$ cat config.mk
export PLATFORM = sky130hd
export DESIGN_NAME = packed_section_lz_decompressor
export DESIGN_NICKNAME = d
export VERILOG_FILES = /design/src/design/pslz_pkg.sv /design/src/design/pslz_ram.sv /design/src/design/pslz_ctrl.sv /design/src/design/pslz_dpath.sv /design/src/design/packed_section_lz_decompressor.sv
export SDC_FILE = /design/constraint.sdc
export NUM_CORES = 2
export LEC_CHECK = 0
export ABC_AREA = 1
export BUFFER_PORTS_ARGS = -buffer_cell sky130_fd_sc_hd__buf_2
export CAP_MARGIN = 0
export CORE_UTILIZATION = 25
export CTS_BUF_LIST = sky130_fd_sc_hd__clkbuf_16
export CTS_CLUSTER_DIAMETER = 30
export CTS_CLUSTER_SIZE = 14
export DETAILED_ROUTE_END_ITERATION = 16
export HOLD_SLACK_MARGIN = 0.02
export PLACE_DENSITY = 0.47
export SLEW_MARGIN = 20
export SYNTH_ARGS = -nofsm -noshare
export SYNTH_HDL_FRONTEND = slang
export SYNTH_SLANG_ARGS = --single-unit
$ cat constraint.sdc
create_clock -name clk -period 16.35 [get_ports clk]
set_input_delay 0 -clock clk [delete_from_list [all_inputs] [get_ports clk]]
set_output_delay 0 -clock clk [all_outputs]
set_load 0.03 [all_outputs]
$ cat src/design/pslz_pkg.sv
// Shared types, codes and defaults for the packed-section LZ decompressor.
package pslz_pkg;

	localparam int unsigned HISTORY_DEPTH_DEF = 256;
	localparam logic [7:0]  REF_FLAG          = 8'h80;

	// Section phase; the two copy phases stall the input side.
	typedef enum logic [2:0] {
		PH_HDR_LO,
		PH_HDR_HI,
		PH_CTRL,
		PH_LIT,
		PH_OFFSET,
		PH_DRAIN,
		PH_COPY_RD,
		PH_COPY_WR
	} phase_t;

	// Status codes reported on the end word.
	typedef enum logic [2:0] {
		ST_OK,
		ST_TOO_SHORT,
		ST_LIT_PAST_END,
		ST_OVERSIZE,
		ST_REF_PAST_END,
		ST_BAD_OFFSET
	} stat_t;

	// Where the data bytes of a pushed word come from.
	typedef enum logic [1:0] {
		BSEL_NONE,
		BSEL_LIT,
		BSEL_COPY
	} byte_sel_t;

	// Source of the zero-pad count on an ok end word.
	typedef enum logic [1:0] {
		PAD_REM,
		PAD_REM_M1,
		PAD_HDR
	} pad_sel_t;

	typedef struct packed {
		logic      hdr_lo;
		logic      hdr_hi;
		logic      lit_load;
		logic      ref_load;
		logic      off_load;
		logic      lit_byte;
		logic      copy_rd;
		logic      copy_wr;
		logic      push;
		logic      push_end;
		stat_t     status;
		byte_sel_t byte_sel;
		pad_sel_t  pad_sel;
	} cmd_t;

	typedef struct packed {
		logic out_free;
		logic byte_zero;
		logic byte_ref;
		logic hdr_len_zero;
		logic ctl_gt_rem;
		logic rem_zero;
		logic rem_one;
		logic lit_last;
		logic off_bad;
		logic copy_zero;
		logic copy_one;
		logic pend;
		logic held_last;
	} sts_t;

endpackage

$ cat src/design/pslz_ram.sv
// Generic single-write, single-read RAM with registered read data.
module pslz_ram #(
	parameter int unsigned WIDTH = 8,
	parameter int unsigned DEPTH = 256
) (
	input  logic                     clk,
	input  logic                     we,
	input  logic [$clog2(DEPTH)-1:0] waddr,
	input  logic [WIDTH-1:0]         wdata,
	input  logic                     re,
	input  logic [$clog2(DEPTH)-1:0] raddr,
	output logic [WIDTH-1:0]         rdata
);

	logic [WIDTH-1:0] mem_q [DEPTH];

	always_ff @(posedge clk) begin
		if (we) begin
			mem_q[waddr] <= wdata;
		end
		if (re) begin
			rdata <= mem_q[raddr];
		end
	end

endmodule

$ cat src/design/pslz_ctrl.sv
// Controller state machine: section phase sequencing and datapath commands.
module pslz_ctrl (
	input  logic          clk,
	input  logic          arst_n,
	input  logic          in_valid,
	input  logic          last_byte,
	input  pslz_pkg::sts_t sts,
	output logic          in_ready,
	output pslz_pkg::cmd_t cmd
);

	pslz_pkg::phase_t phase_q, phase_d;
	logic             acc;

	assign in_ready = (phase_q != pslz_pkg::PH_COPY_RD) && (phase_q != pslz_pkg::PH_COPY_WR) &&
		sts.out_free;
	assign acc = in_valid && in_ready;

	always_ff @(posedge clk or negedge arst_n) begin
		if (!arst_n) begin
			phase_q <= pslz_pkg::PH_HDR_LO;
		end else begin
			phase_q <= phase_d;
		end
	end

	// Next state
	always_comb begin
		phase_d = phase_q;
		unique case (phase_q)
			pslz_pkg::PH_COPY_RD: begin
				phase_d = pslz_pkg::PH_COPY_WR;
			end
			pslz_pkg::PH_COPY_WR: begin
				if (sts.out_free) begin
					if (!sts.copy_one) begin
						phase_d = pslz_pkg::PH_COPY_RD;
					end else if (sts.held_last) begin
						phase_d = pslz_pkg::PH_HDR_LO;
					end else if (cmd.push_end) begin
						phase_d = pslz_pkg::PH_DRAIN;
					end else begin
						phase_d = pslz_pkg::PH_CTRL;
					end
				end
			end
			pslz_pkg::PH_OFFSET: begin
				if (acc) begin
					// a valid nonzero copy runs first; the held last flag closes it
					if (!sts.off_bad && !sts.copy_zero) begin
						phase_d = pslz_pkg::PH_COPY_RD;
					end else if (last_byte) begin
						phase_d = pslz_pkg::PH_HDR_LO;
					end else if (cmd.push_end) begin
						phase_d = pslz_pkg::PH_DRAIN;
					end else begin
						phase_d = pslz_pkg::PH_CTRL;
					end
				end
			end
			pslz_pkg::PH_HDR_LO, pslz_pkg::PH_HDR_HI, pslz_pkg::PH_CTRL,
			pslz_pkg::PH_LIT, pslz_pkg::PH_DRAIN: begin
				if (acc) begin
					if (last_byte) begin
						phase_d = pslz_pkg::PH_HDR_LO;
					end else if (cmd.push_end) begin
						phase_d = pslz_pkg::PH_DRAIN;
					end else begin
						unique case (phase_q)
							pslz_pkg::PH_HDR_LO: phase_d = pslz_pkg::PH_HDR_HI;
							pslz_pkg::PH_HDR_HI: phase_d = pslz_pkg::PH_CTRL;
							pslz_pkg::PH_CTRL: begin
								if (sts.byte_ref) begin
									phase_d = pslz_pkg::PH_OFFSET;
								end else if (!sts.byte_zero) begin
									phase_d = pslz_pkg::PH_LIT;
								end else begin
									phase_d = pslz_pkg::PH_CTRL;
								end
							end
							pslz_pkg::PH_LIT: begin
								phase_d = sts.lit_last ? pslz_pkg::PH_CTRL : pslz_pkg::PH_LIT;
							end
							default: phase_d = phase_q;
						endcase
					end
				end
			end
		endcase
	end

	// Outputs
	always_comb begin
		cmd          = '0;
		cmd.status   = pslz_pkg::ST_OK;
		cmd.byte_sel = pslz_pkg::BSEL_NONE;
		cmd.pad_sel  = pslz_pkg::PAD_REM;
		unique case (phase_q)
			pslz_pkg::PH_HDR_LO: begin
				if (acc) begin
					cmd.hdr_lo = 1'b1;
					if (last_byte) begin
						cmd.push     = 1'b1;
						cmd.push_end = 1'b1;
						cmd.status   = pslz_pkg::ST_TOO_SHORT;
					end
				end
			end
			pslz_pkg::PH_HDR_HI: begin
				if (acc) begin
					cmd.hdr_hi = 1'b1;
					if (sts.hdr_len_zero || last_byte) begin
						cmd.push     = 1'b1;
						cmd.push_end = 1'b1;
						cmd.pad_sel  = pslz_pkg::PAD_HDR;
					end
				end
			end
			pslz_pkg::PH_CTRL: begin
				if (acc) begin
					if (!sts.byte_ref) begin
						priority if (last_byte && !sts.byte_zero) begin
							cmd.push     = 1'b1;
							cmd.push_end = 1'b1;
							cmd.status   = pslz_pkg::ST_LIT_PAST_END;
						end else if (sts.ctl_gt_rem) begin
							cmd.push     = 1'b1;
							cmd.push_end = 1'b1;
							cmd.status   = pslz_pkg::ST_OVERSIZE;
						end else if (!sts.byte_zero) begin
							cmd.lit_load = 1'b1;
						end else if (last_byte) begin
							cmd.push     = 1'b1;
							cmd.push_end = 1'b1;
						end
					end else begin
						priority if (sts.ctl_gt_rem) begin
							cmd.push     = 1'b1;
							cmd.push_end = 1'b1;
							cmd.status   = pslz_pkg::ST_OVERSIZE;
						end else if (last_byte) begin
							cmd.push     = 1'b1;
							cmd.push_end = 1'b1;
							cmd.status   = pslz_pkg::ST_REF_PAST_END;
						end else begin
							cmd.ref_load = 1'b1;
						end
					end
				end
			end
			pslz_pkg::PH_LIT: begin
				if (acc) begin
					cmd.lit_byte = 1'b1;
					cmd.push     = 1'b1;
					cmd.byte_sel = pslz_pkg::BSEL_LIT;
					cmd.pad_sel  = pslz_pkg::PAD_REM_M1;
					if (sts.lit_last) begin
						cmd.push_end = sts.rem_one || last_byte;
					end else if (last_byte) begin
						cmd.push_end = 1'b1;
						cmd.status   = pslz_pkg::ST_LIT_PAST_END;
					end
				end
			end
			pslz_pkg::PH_OFFSET: begin
				if (acc) begin
					if (sts.off_bad) begin
						cmd.push     = 1'b1;
						cmd.push_end = 1'b1;
						cmd.status   = pslz_pkg::ST_BAD_OFFSET;
					end else begin
						cmd.off_load = 1'b1;
						if (sts.copy_zero && (sts.rem_zero || last_byte)) begin
							cmd.push     = 1'b1;
							cmd.push_end = 1'b1;
						end
					end
				end
			end
			pslz_pkg::PH_DRAIN: begin
				cmd.push = 1'b0;
			end
			pslz_pkg::PH_COPY_RD: begin
				cmd.copy_rd = 1'b1;
			end
			pslz_pkg::PH_COPY_WR: begin
				if (sts.out_free) begin
					cmd.copy_wr  = 1'b1;
					cmd.push     = sts.pend || sts.copy_one;
					cmd.byte_sel = pslz_pkg::BSEL_COPY;
					cmd.pad_sel  = pslz_pkg::PAD_REM_M1;
					cmd.push_end = sts.copy_one && (sts.rem_one || sts.held_last);
				end
			end
		endcase
	end

endmodule

$ cat src/design/pslz_dpath.sv
// Datapath: section counters, history RAM, byte pairing and output register.
module pslz_dpath #(
	parameter int unsigned HISTORY_DEPTH = pslz_pkg::HISTORY_DEPTH_DEF
) (
	input  logic           clk,
	input  logic           arst_n,
	input  logic [7:0]     packed_byte,
	input  logic           last_byte,
	input  pslz_pkg::cmd_t cmd,
	output pslz_pkg::sts_t sts,
	output logic           out_valid,
	input  logic           out_ready,
	output logic [7:0]     first_byte,
	output logic [7:0]     second_byte,
	output logic [1:0]     byte_count,
	output logic           end_of_section,
	output logic [2:0]     status,
	output logic [15:0]    pad_zero_count
);

	localparam int unsigned AW = $clog2(HISTORY_DEPTH);
	localparam int unsigned FW = AW + 1;
	localparam logic [FW-1:0] DEPTH_F = FW'(HISTORY_DEPTH);
	localparam logic [AW-1:0] LAST_A  = AW'(HISTORY_DEPTH - 1);

	logic [7:0]    len_low_q;
	logic [15:0]   rem_q;
	logic [6:0]    lit_q;
	logic [6:0]    copy_q;
	logic [AW-1:0] wp_q;
	logic [AW-1:0] src_q;
	logic [FW-1:0] fill_q;
	logic          pend_q;
	logic [7:0]    pend_byte_q;
	logic          held_last_q;

	logic [7:0]    rdata;
	logic          ram_we;
	logic [7:0]    ram_wdata;
	logic [FW-1:0] diff;
	logic [FW-1:0] diff_wrap;
	logic [AW-1:0] src_start;
	logic [AW-1:0] wp_next;
	logic [AW-1:0] src_next;
	logic [15:0]   hdr_len;
	logic [15:0]   pad_val;
	logic [7:0]    b0;
	logic [7:0]    b1;
	logic [1:0]    cnt;

	assign hdr_len = {packed_byte, len_low_q};

	// start of a copy: write pointer minus offset, modulo history depth
	assign diff      = {1'b0, wp_q} - FW'(packed_byte);
	assign diff_wrap = diff + DEPTH_F;
	assign src_start = ({1'b0, wp_q} >= FW'(packed_byte)) ? diff[AW-1:0] : diff_wrap[AW-1:0];
	assign wp_next   = (wp_q == LAST_A) ? '0 : wp_q + 1'b1;
	assign src_next  = (src_q == LAST_A) ? '0 : src_q + 1'b1;

	assign ram_we    = cmd.lit_byte || cmd.copy_wr;
	assign ram_wdata = cmd.lit_byte ? packed_byte : rdata;

	pslz_ram #(
		.WIDTH (8),
		.DEPTH (HISTORY_DEPTH)
	) u_hist (
		.clk   (clk),
		.we    (ram_we),
		.waddr (wp_q),
		.wdata (ram_wdata),
		.re    (cmd.copy_rd),
		.raddr (src_q),
		.rdata (rdata)
	);

	always_comb begin
		sts.out_free     = !out_valid || out_ready;
		sts.byte_zero    = (packed_byte == 8'd0);
		sts.byte_ref     = (packed_byte >= pslz_pkg::REF_FLAG);
		sts.hdr_len_zero = (hdr_len == 16'd0);
		sts.ctl_gt_rem   = ({9'd0, packed_byte[6:0]} > rem_q);
		sts.rem_zero     = (rem_q == 16'd0);
		sts.rem_one      = (rem_q == 16'd1);
		sts.lit_last     = (lit_q == 7'd1);
		sts.off_bad      = (packed_byte == 8'd0) || (FW'(packed_byte) > fill_q);
		sts.copy_zero    = (copy_q == 7'd0);
		sts.copy_one     = (copy_q == 7'd1);
		sts.pend         = pend_q;
		sts.held_last    = held_last_q;
	end

	always_ff @(posedge clk or negedge arst_n) begin
		if (!arst_n) begin
			len_low_q   <= '0;
			rem_q       <= '0;
			lit_q       <= '0;
			copy_q      <= '0;
			wp_q        <= '0;
			src_q       <= '0;
			fill_q      <= '0;
			pend_q      <= 1'b0;
			held_last_q <= 1'b0;
		end else begin
			if (cmd.hdr_lo) begin
				len_low_q <= packed_byte;
				rem_q     <= '0;
				lit_q     <= '0;
				copy_q    <= '0;
				wp_q      <= '0;
				fill_q    <= '0;
			end
			if (cmd.hdr_hi) begin
				rem_q <= hdr_len;
			end
			if (cmd.lit_load) begin
				lit_q <= packed_byte[6:0];
			end
			if (cmd.ref_load) begin
				copy_q <= packed_byte[6:0];
			end
			if (cmd.off_load) begin
				src_q       <= src_start;
				held_last_q <= last_byte;
				pend_q      <= 1'b0;
			end
			if (ram_we) begin
				wp_q  <= wp_next;
				rem_q <= rem_q - 16'd1;
				if (fill_q < DEPTH_F) begin
					fill_q <= fill_q + 1'b1;
				end
			end
			if (cmd.lit_byte) begin
				lit_q <= lit_q - 7'd1;
			end
			if (cmd.copy_wr) begin
				src_q  <= src_next;
				copy_q <= copy_q - 7'd1;
				if (pend_q) begin
					pend_q <= 1'b0;
				end else if (copy_q != 7'd1) begin
					pend_q <= 1'b1;
				end
			end
		end
	end

	always_ff @(posedge clk) begin
		if (cmd.copy_wr && !pend_q) begin
			pend_byte_q <= rdata;
		end
	end

	// payload of the word being pushed
	always_comb begin
		unique case (cmd.byte_sel)
			pslz_pkg::BSEL_LIT: begin
				b0  = packed_byte;
				b1  = 8'd0;
				cnt = 2'd1;
			end
			pslz_pkg::BSEL_COPY: begin
				b0  = pend_q ? pend_byte_q : rdata;
				b1  = pend_q ? rdata : 8'd0;
				cnt = pend_q ? 2'd2 : 2'd1;
			end
			default: begin
				b0  = 8'd0;
				b1  = 8'd0;
				cnt = 2'd0;
			end
		endcase
		unique case (cmd.pad_sel)
			pslz_pkg::PAD_REM_M1: pad_val = rem_q - 16'd1;
			pslz_pkg::PAD_HDR:    pad_val = hdr_len;
			default:              pad_val = rem_q;
		endcase
	end

	always_ff @(posedge clk or negedge arst_n) begin
		if (!arst_n) begin
			out_valid <= 1'b0;
		end else if (cmd.push) begin
			out_valid <= 1'b1;
		end else if (out_ready) begin
			out_valid <= 1'b0;
		end
	end

	always_ff @(posedge clk) begin
		if (cmd.push) begin
			first_byte     <= b0;
			second_byte    <= b1;
			byte_count     <= cnt;
			end_of_section <= cmd.push_end;
			status         <= cmd.push_end ? cmd.status : pslz_pkg::ST_OK;
			pad_zero_count <= (cmd.push_end && cmd.status == pslz_pkg::ST_OK) ? pad_val : 16'd0;
		end
	end

endmodule

$ cat src/design/packed_section_lz_decompressor.sv
// Top level of the packed-section LZ decompressor.
// Takes one packed byte per input word: two little-endian header bytes with the declared
// output length, then control bytes (below 0x80: literal run of that many bytes; 0x80 and
// above: copy of control-0x80 bytes from the history, offset in the following byte).
// Each output word carries up to two decompressed bytes; every section closes with exactly
// one word flagged end_of_section that holds the status and, when ok, the zero-pad count.
// Header, control, offset and literal bytes are taken one per cycle while the output
// register can take a word. After an offset byte the input is held off for the copy, which
// follows the history RAM's registered read: the copy-read phase reads the source entry,
// then the copy-write phase writes it back at the write pointer and pairs it into an
// output word. The history needs no clearing pass after reset; copies only reach entries
// written earlier in the same section.
module packed_section_lz_decompressor #(
	parameter int unsigned HISTORY_DEPTH = pslz_pkg::HISTORY_DEPTH_DEF
) (
	input  logic        clk,
	input  logic        arst_n,
	input  logic        in_valid,
	output logic        in_ready,
	input  logic [7:0]  packed_byte,
	input  logic        last_byte,
	output logic        out_valid,
	input  logic        out_ready,
	output logic [7:0]  first_byte,
	output logic [7:0]  second_byte,
	output logic [1:0]  byte_count,
	output logic        end_of_section,
	output logic [2:0]  status,
	output logic [15:0] pad_zero_count
);

	pslz_pkg::cmd_t cmd;
	pslz_pkg::sts_t sts;

	// phase sequencing, end/status decisions
	pslz_ctrl u_ctrl (
		.clk       (clk),
		.arst_n    (arst_n),
		.in_valid  (in_valid),
		.last_byte (last_byte),
		.sts       (sts),
		.in_ready  (in_ready),
		.cmd       (cmd)
	);

	// counters, history RAM, pairing and output word register
	pslz_dpath #(
		.HISTORY_DEPTH (HISTORY_DEPTH)
	) u_dpath (
		.clk            (clk),
		.arst_n         (arst_n),
		.packed_byte    (packed_byte),
		.last_byte      (last_byte),
		.cmd            (cmd),
		.sts            (sts),
		.out_valid      (out_valid),
		.out_ready      (out_ready),
		.first_byte     (first_byte),
		.second_byte    (second_byte),
		.byte_count     (byte_count),
		.end_of_section (end_of_section),
		.status         (status),
		.pad_zero_count (pad_zero_count)
	);

	// the input side is shut while a copy reads the history
	a_no_accept_in_copy: assert property (@(posedge clk) disable iff (!arst_n)
		(cmd.copy_rd || cmd.copy_wr) |-> !in_ready)
		else $error("input ready during history copy");

	// a pushed word is visible in the next cycle
	a_push_shows: assert property (@(posedge clk) disable iff (!arst_n)
		cmd.push |=> out_valid)
		else $error("pushed word not presented");

	// an error end word never carries a pad count
	a_err_no_pad: assert property (@(posedge clk) disable iff (!arst_n)
		(out_valid && status != pslz_pkg::ST_OK) |-> (end_of_section && pad_zero_count == 16'd0))
		else $error("bad status or pad on output word");

endmodule
# == Word-level counts from Yosys, hierarchy flattened ==
# Memory sizes are Yosys's and may differ from the RTL's. A register that Yosys moved wholly into a read port is not among the register bits.
# Cells that the tools add are included.
# totals
wordCells,187
output_inout_bits,40
in_bits,13
ramBits,2048
mem_count,1
reg_bits,115
# op_classes
eq_ne,23
order_cmp,5
reduce_logical,37
add_sub_neg,8
mux,95
# mem_list
memory,words,width,read_ports,rd_ports_with_merged_regs,write_ports,line_no,rtl
u_dpath.u_hist.mem_q,256,8,1,1,1,pslz_ram.sv:15,logic [WIDTH-1:0] mem_q [DEPTH];
# op_table
operator,count
8-bit 2-to-1 mux,9
16-bit 2-to-1 mux,3
3-bit 2-to-1 mux,14
5-bit 2-to-1 mux,8
9-bit 2-to-1 mux,4
3-bit case mux with 4 select lines,3
7-bit 2-to-1 mux,5
16-bit logical NOT,2
16-bit case mux with 2 select lines,1
1-bit 2-to-1 mux,27
2-bit 2-to-1 mux,13
"8-bit by 1-bit adder with 8-bit output, second input constant",3
"16-bit by 1-bit == test with 1-bit output, second input constant",1
"8-bit == test, second input constant",2
7-bit by 16-bit greater-than comparator with 1-bit output,1
8-bit case mux with 2 select lines,1
"16-bit by 1-bit subtractor with 16-bit output, second input constant",1
"7-bit by 1-bit == test with 1-bit output, second input constant",2
"7-bit by 1-bit subtractor with 7-bit output, second input constant",2
"3-bit == test, second input constant",4
1-bit case mux with 6 select lines,2
"9-bit by 1-bit adder with 9-bit output, second input constant",1
8-bit by 9-bit greater-than comparator with 1-bit output,1
1-bit logical AND,9
other kinds (25),49

# == Depth between registers and ports, before layout ==
# depth
word_depth,12
ltp_mapped,18
mapped_depth_nobuf,18

# == Hierarchy ==
# A second synthesis with hierarchy kept.
# hier_totals
cells_unflattened,7982
hier_area_um2,91039.8
# modules_own_cells
mod,area_each_um2,cells_per_inst,n_inst,seq_area_each_um2
pslz_ram,83476.3,7003,1,61739.2
pslz_dpath,6865.3,854,1,3032.9
pslz_ctrl,698.2,125,1,75.1

# == Worst setup path before layout ==
# No wires, ideal clock.
# synth_path
kind,flip-flop to flip-flop
startpoint,register u_dpath.out_valid
endpoint,memory u_dpath.u_hist.mem_q[0][0] (data pin)
setup_time_ns,2.188
t_arrival_ns,11.034
path_slack_ns,3.128
n_path_buf,1
stages_incl_launch_ff,6
period_less_slack_ns,13.222
required_time_ns,14.162
cell_sequence,dfrtp_1 > nand2_1 > nand3_4 > nor2_4 > clkbuf_1 > o21ai_0
# synth_via
elab_chain_len,7
# synth_rtl
item,line_no,rtl
"start, declared",pslz_dpath.sv:11,"output logic out_valid,"
"start signal, assigned",pslz_dpath.sv:182,out_valid <= 1'b0;
"start signal, assigned",pslz_dpath.sv:184,out_valid <= 1'b1;
"start signal, assigned",pslz_dpath.sv:186,out_valid <= 1'b0;
1-bit logical NOT,pslz_dpath.sv:77,sts.out_free = !out_valid || out_ready;
1-bit logical OR,pslz_dpath.sv:77,
1-bit logical AND,pslz_ctrl.sv:15,assign in_ready = (phase_q != pslz_pkg::PH_COPY_RD) && (phase_q != pslz_pkg::PH_COPY_WR) &&
1-bit logical AND,pslz_ctrl.sv:17,assign acc = in_valid && in_ready;
1-bit 2-to-1 mux,pslz_ctrl.sv:152,if (acc) begin
1-bit 2-to-1 mux,pslz_ctrl.sv:98,unique case (phase_q)
8-bit 2-to-1 mux,pslz_dpath.sv:61,assign ram_wdata = cmd.lit_byte ? packed_byte : rdata;
net u_dpath.ram_wdata[0],pslz_dpath.sv:39,logic [7:0] ram_wdata;
"end, declared",pslz_ram.sv:15,
# The timed path passes the listed nets, and every way through them passes these cells.

==> results_dict.tcl <==
set metrics [dict create \
    leakage_nw 35.8 \
    core_region_area_mm2 0.351 \
    drt_wl_total_um 278000 \
    setup_viol 0 \
    syn_inst 7045 \
    fin_crit_sh 0.318 \
    dieArea_mm2 0.356 \
    cts.sinks 2171 \
    worstHoldPathType "in2reg" \
    ys_seq_elements 2171 \
    ios 53 \
    cts_tree "yes" \
    cts_setup_buffers 0 \
    die_h_um 597 \
    drtIter0Drc 5853 \
    cp-end-kind "flip-flop" \
    critPathSlowestCell "buf_4" \
    grt_pass1_wl_um 405000 \
    path_clk_slew_ns 0.05 \
    hold_viol_final 0 \
    synth-edff-count 2102 \
    drv_slew 0 \
    p_per_area_mw_per_mm2 210 \
    vias_per_cell 4.85 \
    avgSynthCellArea_um2 12.5 \
    r2r_end "u_dpath.u_hist.rdata[6]" \
    drv_cap 0 \
    synth_nets 7097 \
    cts-buffers-inserted 477 \
    netlist_top_cells_area "edfxtp_1, nor2_1, o21ai_0" \
    postCtsHoldBufs 25 \
    drc 0 \
    finClkSkew_ns 0.0591 \
    slowest_delay_ns 0.83 \
    nNetsFinal 7267 \
    layout-drive-gt1-share 0.127 \
    yosysSeqAreaShare 0.734 \
    cp-start-kind "flip-flop" \
    rr_worst_depth 12 \
    synth.distinct_cells 54 \
    final_cell_mix "edfxtp_1, nor2_1, o21ai_0" \
    tightest_slew_ns 1.21 \
    cp_common_cell "nand3_1" \
    clk_latency_ns 0.95 \
    grt_max_degree 193 \
    cp_max_fo 136 \
    yosysTopAreaCellShare 0.714 \
    min_to "u_dpath.out_valid" \
    dp.cells 11418 \
    worst-setup-path-type "reg2reg" \
    totalNegativeSetupSlack_ns 0 \
    port_buffers 52 \
    first_global_vias 58278 \
    syn_area_mm2 0.0884 \
    yosys_warnings 0 \
    antenna_found_initial 14 \
    gp_congestion 0.801 \
    start_util 0.252 \
    first_pass_iters 5 \
    fin_cells 12313 \
    min_from "out_ready" \
    status "finished clean" \
    crit_chain "inv_8 > buf_4 > buf_4 > buf_4 > o21ai_0 > o221ai_1 > nand3_1 > nand3_1 > nand3_1 > nand3_1 > nand3_1 > nand2_1" \
    peakVddDrop_uv 165 \
    path_delay_family "buffers and inverters" \
    ys.flop_type "edfxtp_1" \
    cts_buffer_depth 4 \
    reg2reg_from "u_dpath.src_q[0]" \
    root_buffer "clkbuf_16" \
    grt-ovfl-total 0 \
    fin_crit_ns 5.21 \
    htree_levels 5 \
    p_total_w 0.0230 \
    die_x_um 597 \
    drtAntennaViolNets 0 \
    hold_depth 5 \
    detailed_place_hpwl_um 153000 \
    synth_area_leader_cell "edfxtp_1" \
    cp_num_buf_inv 4 \
    grt_use_total 0.151 \
    max_freq_mhz 192 \
    rsz0062_at_grt "no" \
    crit_arrival_ns 6.02 \
    regToRegSetupSlack_ns 11.14 \
    area_growth_pct 23.9 \
    cp.required_ns 17.16 \
    rows 217 \
    post_cts_resized 0 \
    vias 59769 \
    layout_commonest_cell "edfxtp_1" \
    async_flop_share 0.0318 \
    avgRoutedWirePerCell_um 22.6 \
    maxSlewHeadroom 0.194 \
]
## report_power, final
| part | leakage, nW | internal (W) | total, W | switching (W) |
|---|---|---|---|---|
| Sequential | 19.8 | 0.00715 | 0.00736 | 0.000216 |
| Clock | 7.86 | 0.00631 | 0.00931 | 0.00300 |
| Combinational | 8.15 | 0.00144 | 0.00633 | 0.00490 |
| Total | 35.8 | 0.0149 | 0.0230 | 0.00811 |
## area by class of cell
class	instances	area [um2]
clock buffers	481	12000
diodes	3	7.51
clock inverters	385	3740
multi-input cells	4225	20900
inverters	160	629
repair buffers	180	1440
flip-flops and latches	2171	64900
fillers	34774	241000
well taps	4708	5890
## synthesized netlist by cell type (34+ instances only)
| cell | n |
|---|---|
| a21oi_1 | 103 |
| buf_1 | 34 |
| buf_2 | 148 |
| clkbuf_1 | 277 |
| dfrtp_1 | 69 |
| edfxtp_1 | 2102 |
| ha_1 | 38 |
| inv_1 | 141 |
| nand2_1 | 430 |
| nand3_1 | 319 |
| nand4_1 | 53 |
| nor2_1 | 1471 |
| o211ai_1 | 139 |
| o21ai_0 | 1099 |
| o221ai_1 | 151 |
| o22ai_1 | 297 |
## stage by stage
step	hold WS, ns	worst slack, ns	area [um2]	util
after floorplan	-0.296	3.13	88400	-
after global placement	0.240	11.31	93400	0.267
after detailed placement	0.237	11.22	93400	0.267
after CTS	0.0267	11.25	109000	0.312
after global routing	0.0698	10.92	109000	0.312
final	0.0914	11.14	109000	0.312
## flip-flops by register name (all words and copies together), names as in the netlist
name                    count
u_dpath.len_low_q           8
u_dpath.src_q               8
u_dpath.pad_zero_count     16
u_dpath.rem_q              16
u_dpath.held_last_q         1
u_dpath.copy_q              7
u_dpath.byte_count          2
u_dpath.first_byte          8
u_dpath.out_valid           1
u_dpath.pend_byte_q         8
u_dpath.u_hist.rdata        8
u_dpath.end_of_section      1
u_dpath.wp_q                8
u_dpath.lit_q               7
u_ctrl.phase_q              3
u_dpath.second_byte         8
u_dpath.pend_q              1
u_dpath.status              3
u_dpath.fill_q              9
u_dpath.u_hist.mem_q     2048
## cells by family after synthesis
family / share of synthesized area
xor gates and xnor gates: 0.00208
DFF: 0.734
AOI/OAI and AO/OA: 0.119
and+or+nand+nor: 0.108
buffers and inverters: 0.0312
adders and majority gates: 0.00561
## per-layer routing
layer / share of wire / vias to the layer above / track usage
li1: - / 26600 / -
met1: 0.45 / 30354 / 0.211
met2: 0.46 / 2290 / 0.236
met3: 0.069 / 515 / 0.0268
met4: 0.027 / 10 / 0.0497
met5: 0.00025 / - / 0
## tightest hold or removal path, cell delays in order
cell,delay [ns]
dlygate4sd3_1,0.52
buf_2,0.10
inv_1,0.04
nand2_1,0.20
nand3_1,0.12
## how the worst max path moves through the flow
stage,start,to,slack (ns),depth (start not counted)
after floorplan,u_dpath.out_valid,u_dpath.u_hist.mem_q[0][0],3.13,5
after global placement,u_dpath.src_q[0],u_dpath.u_hist.rdata[6],11.31,12
after detailed placement,u_ctrl.phase_q[2],u_dpath.u_hist.mem_q[86][5],11.22,8
after CTS,u_dpath.src_q[0],u_dpath.u_hist.rdata[6],11.25,12
after global routing,u_dpath.src_q[0],u_dpath.u_hist.rdata[6],10.92,12
final,u_dpath.src_q[0],u_dpath.u_hist.rdata[6],11.14,12
No activity file was read; power rests on OpenSTA's default activity.
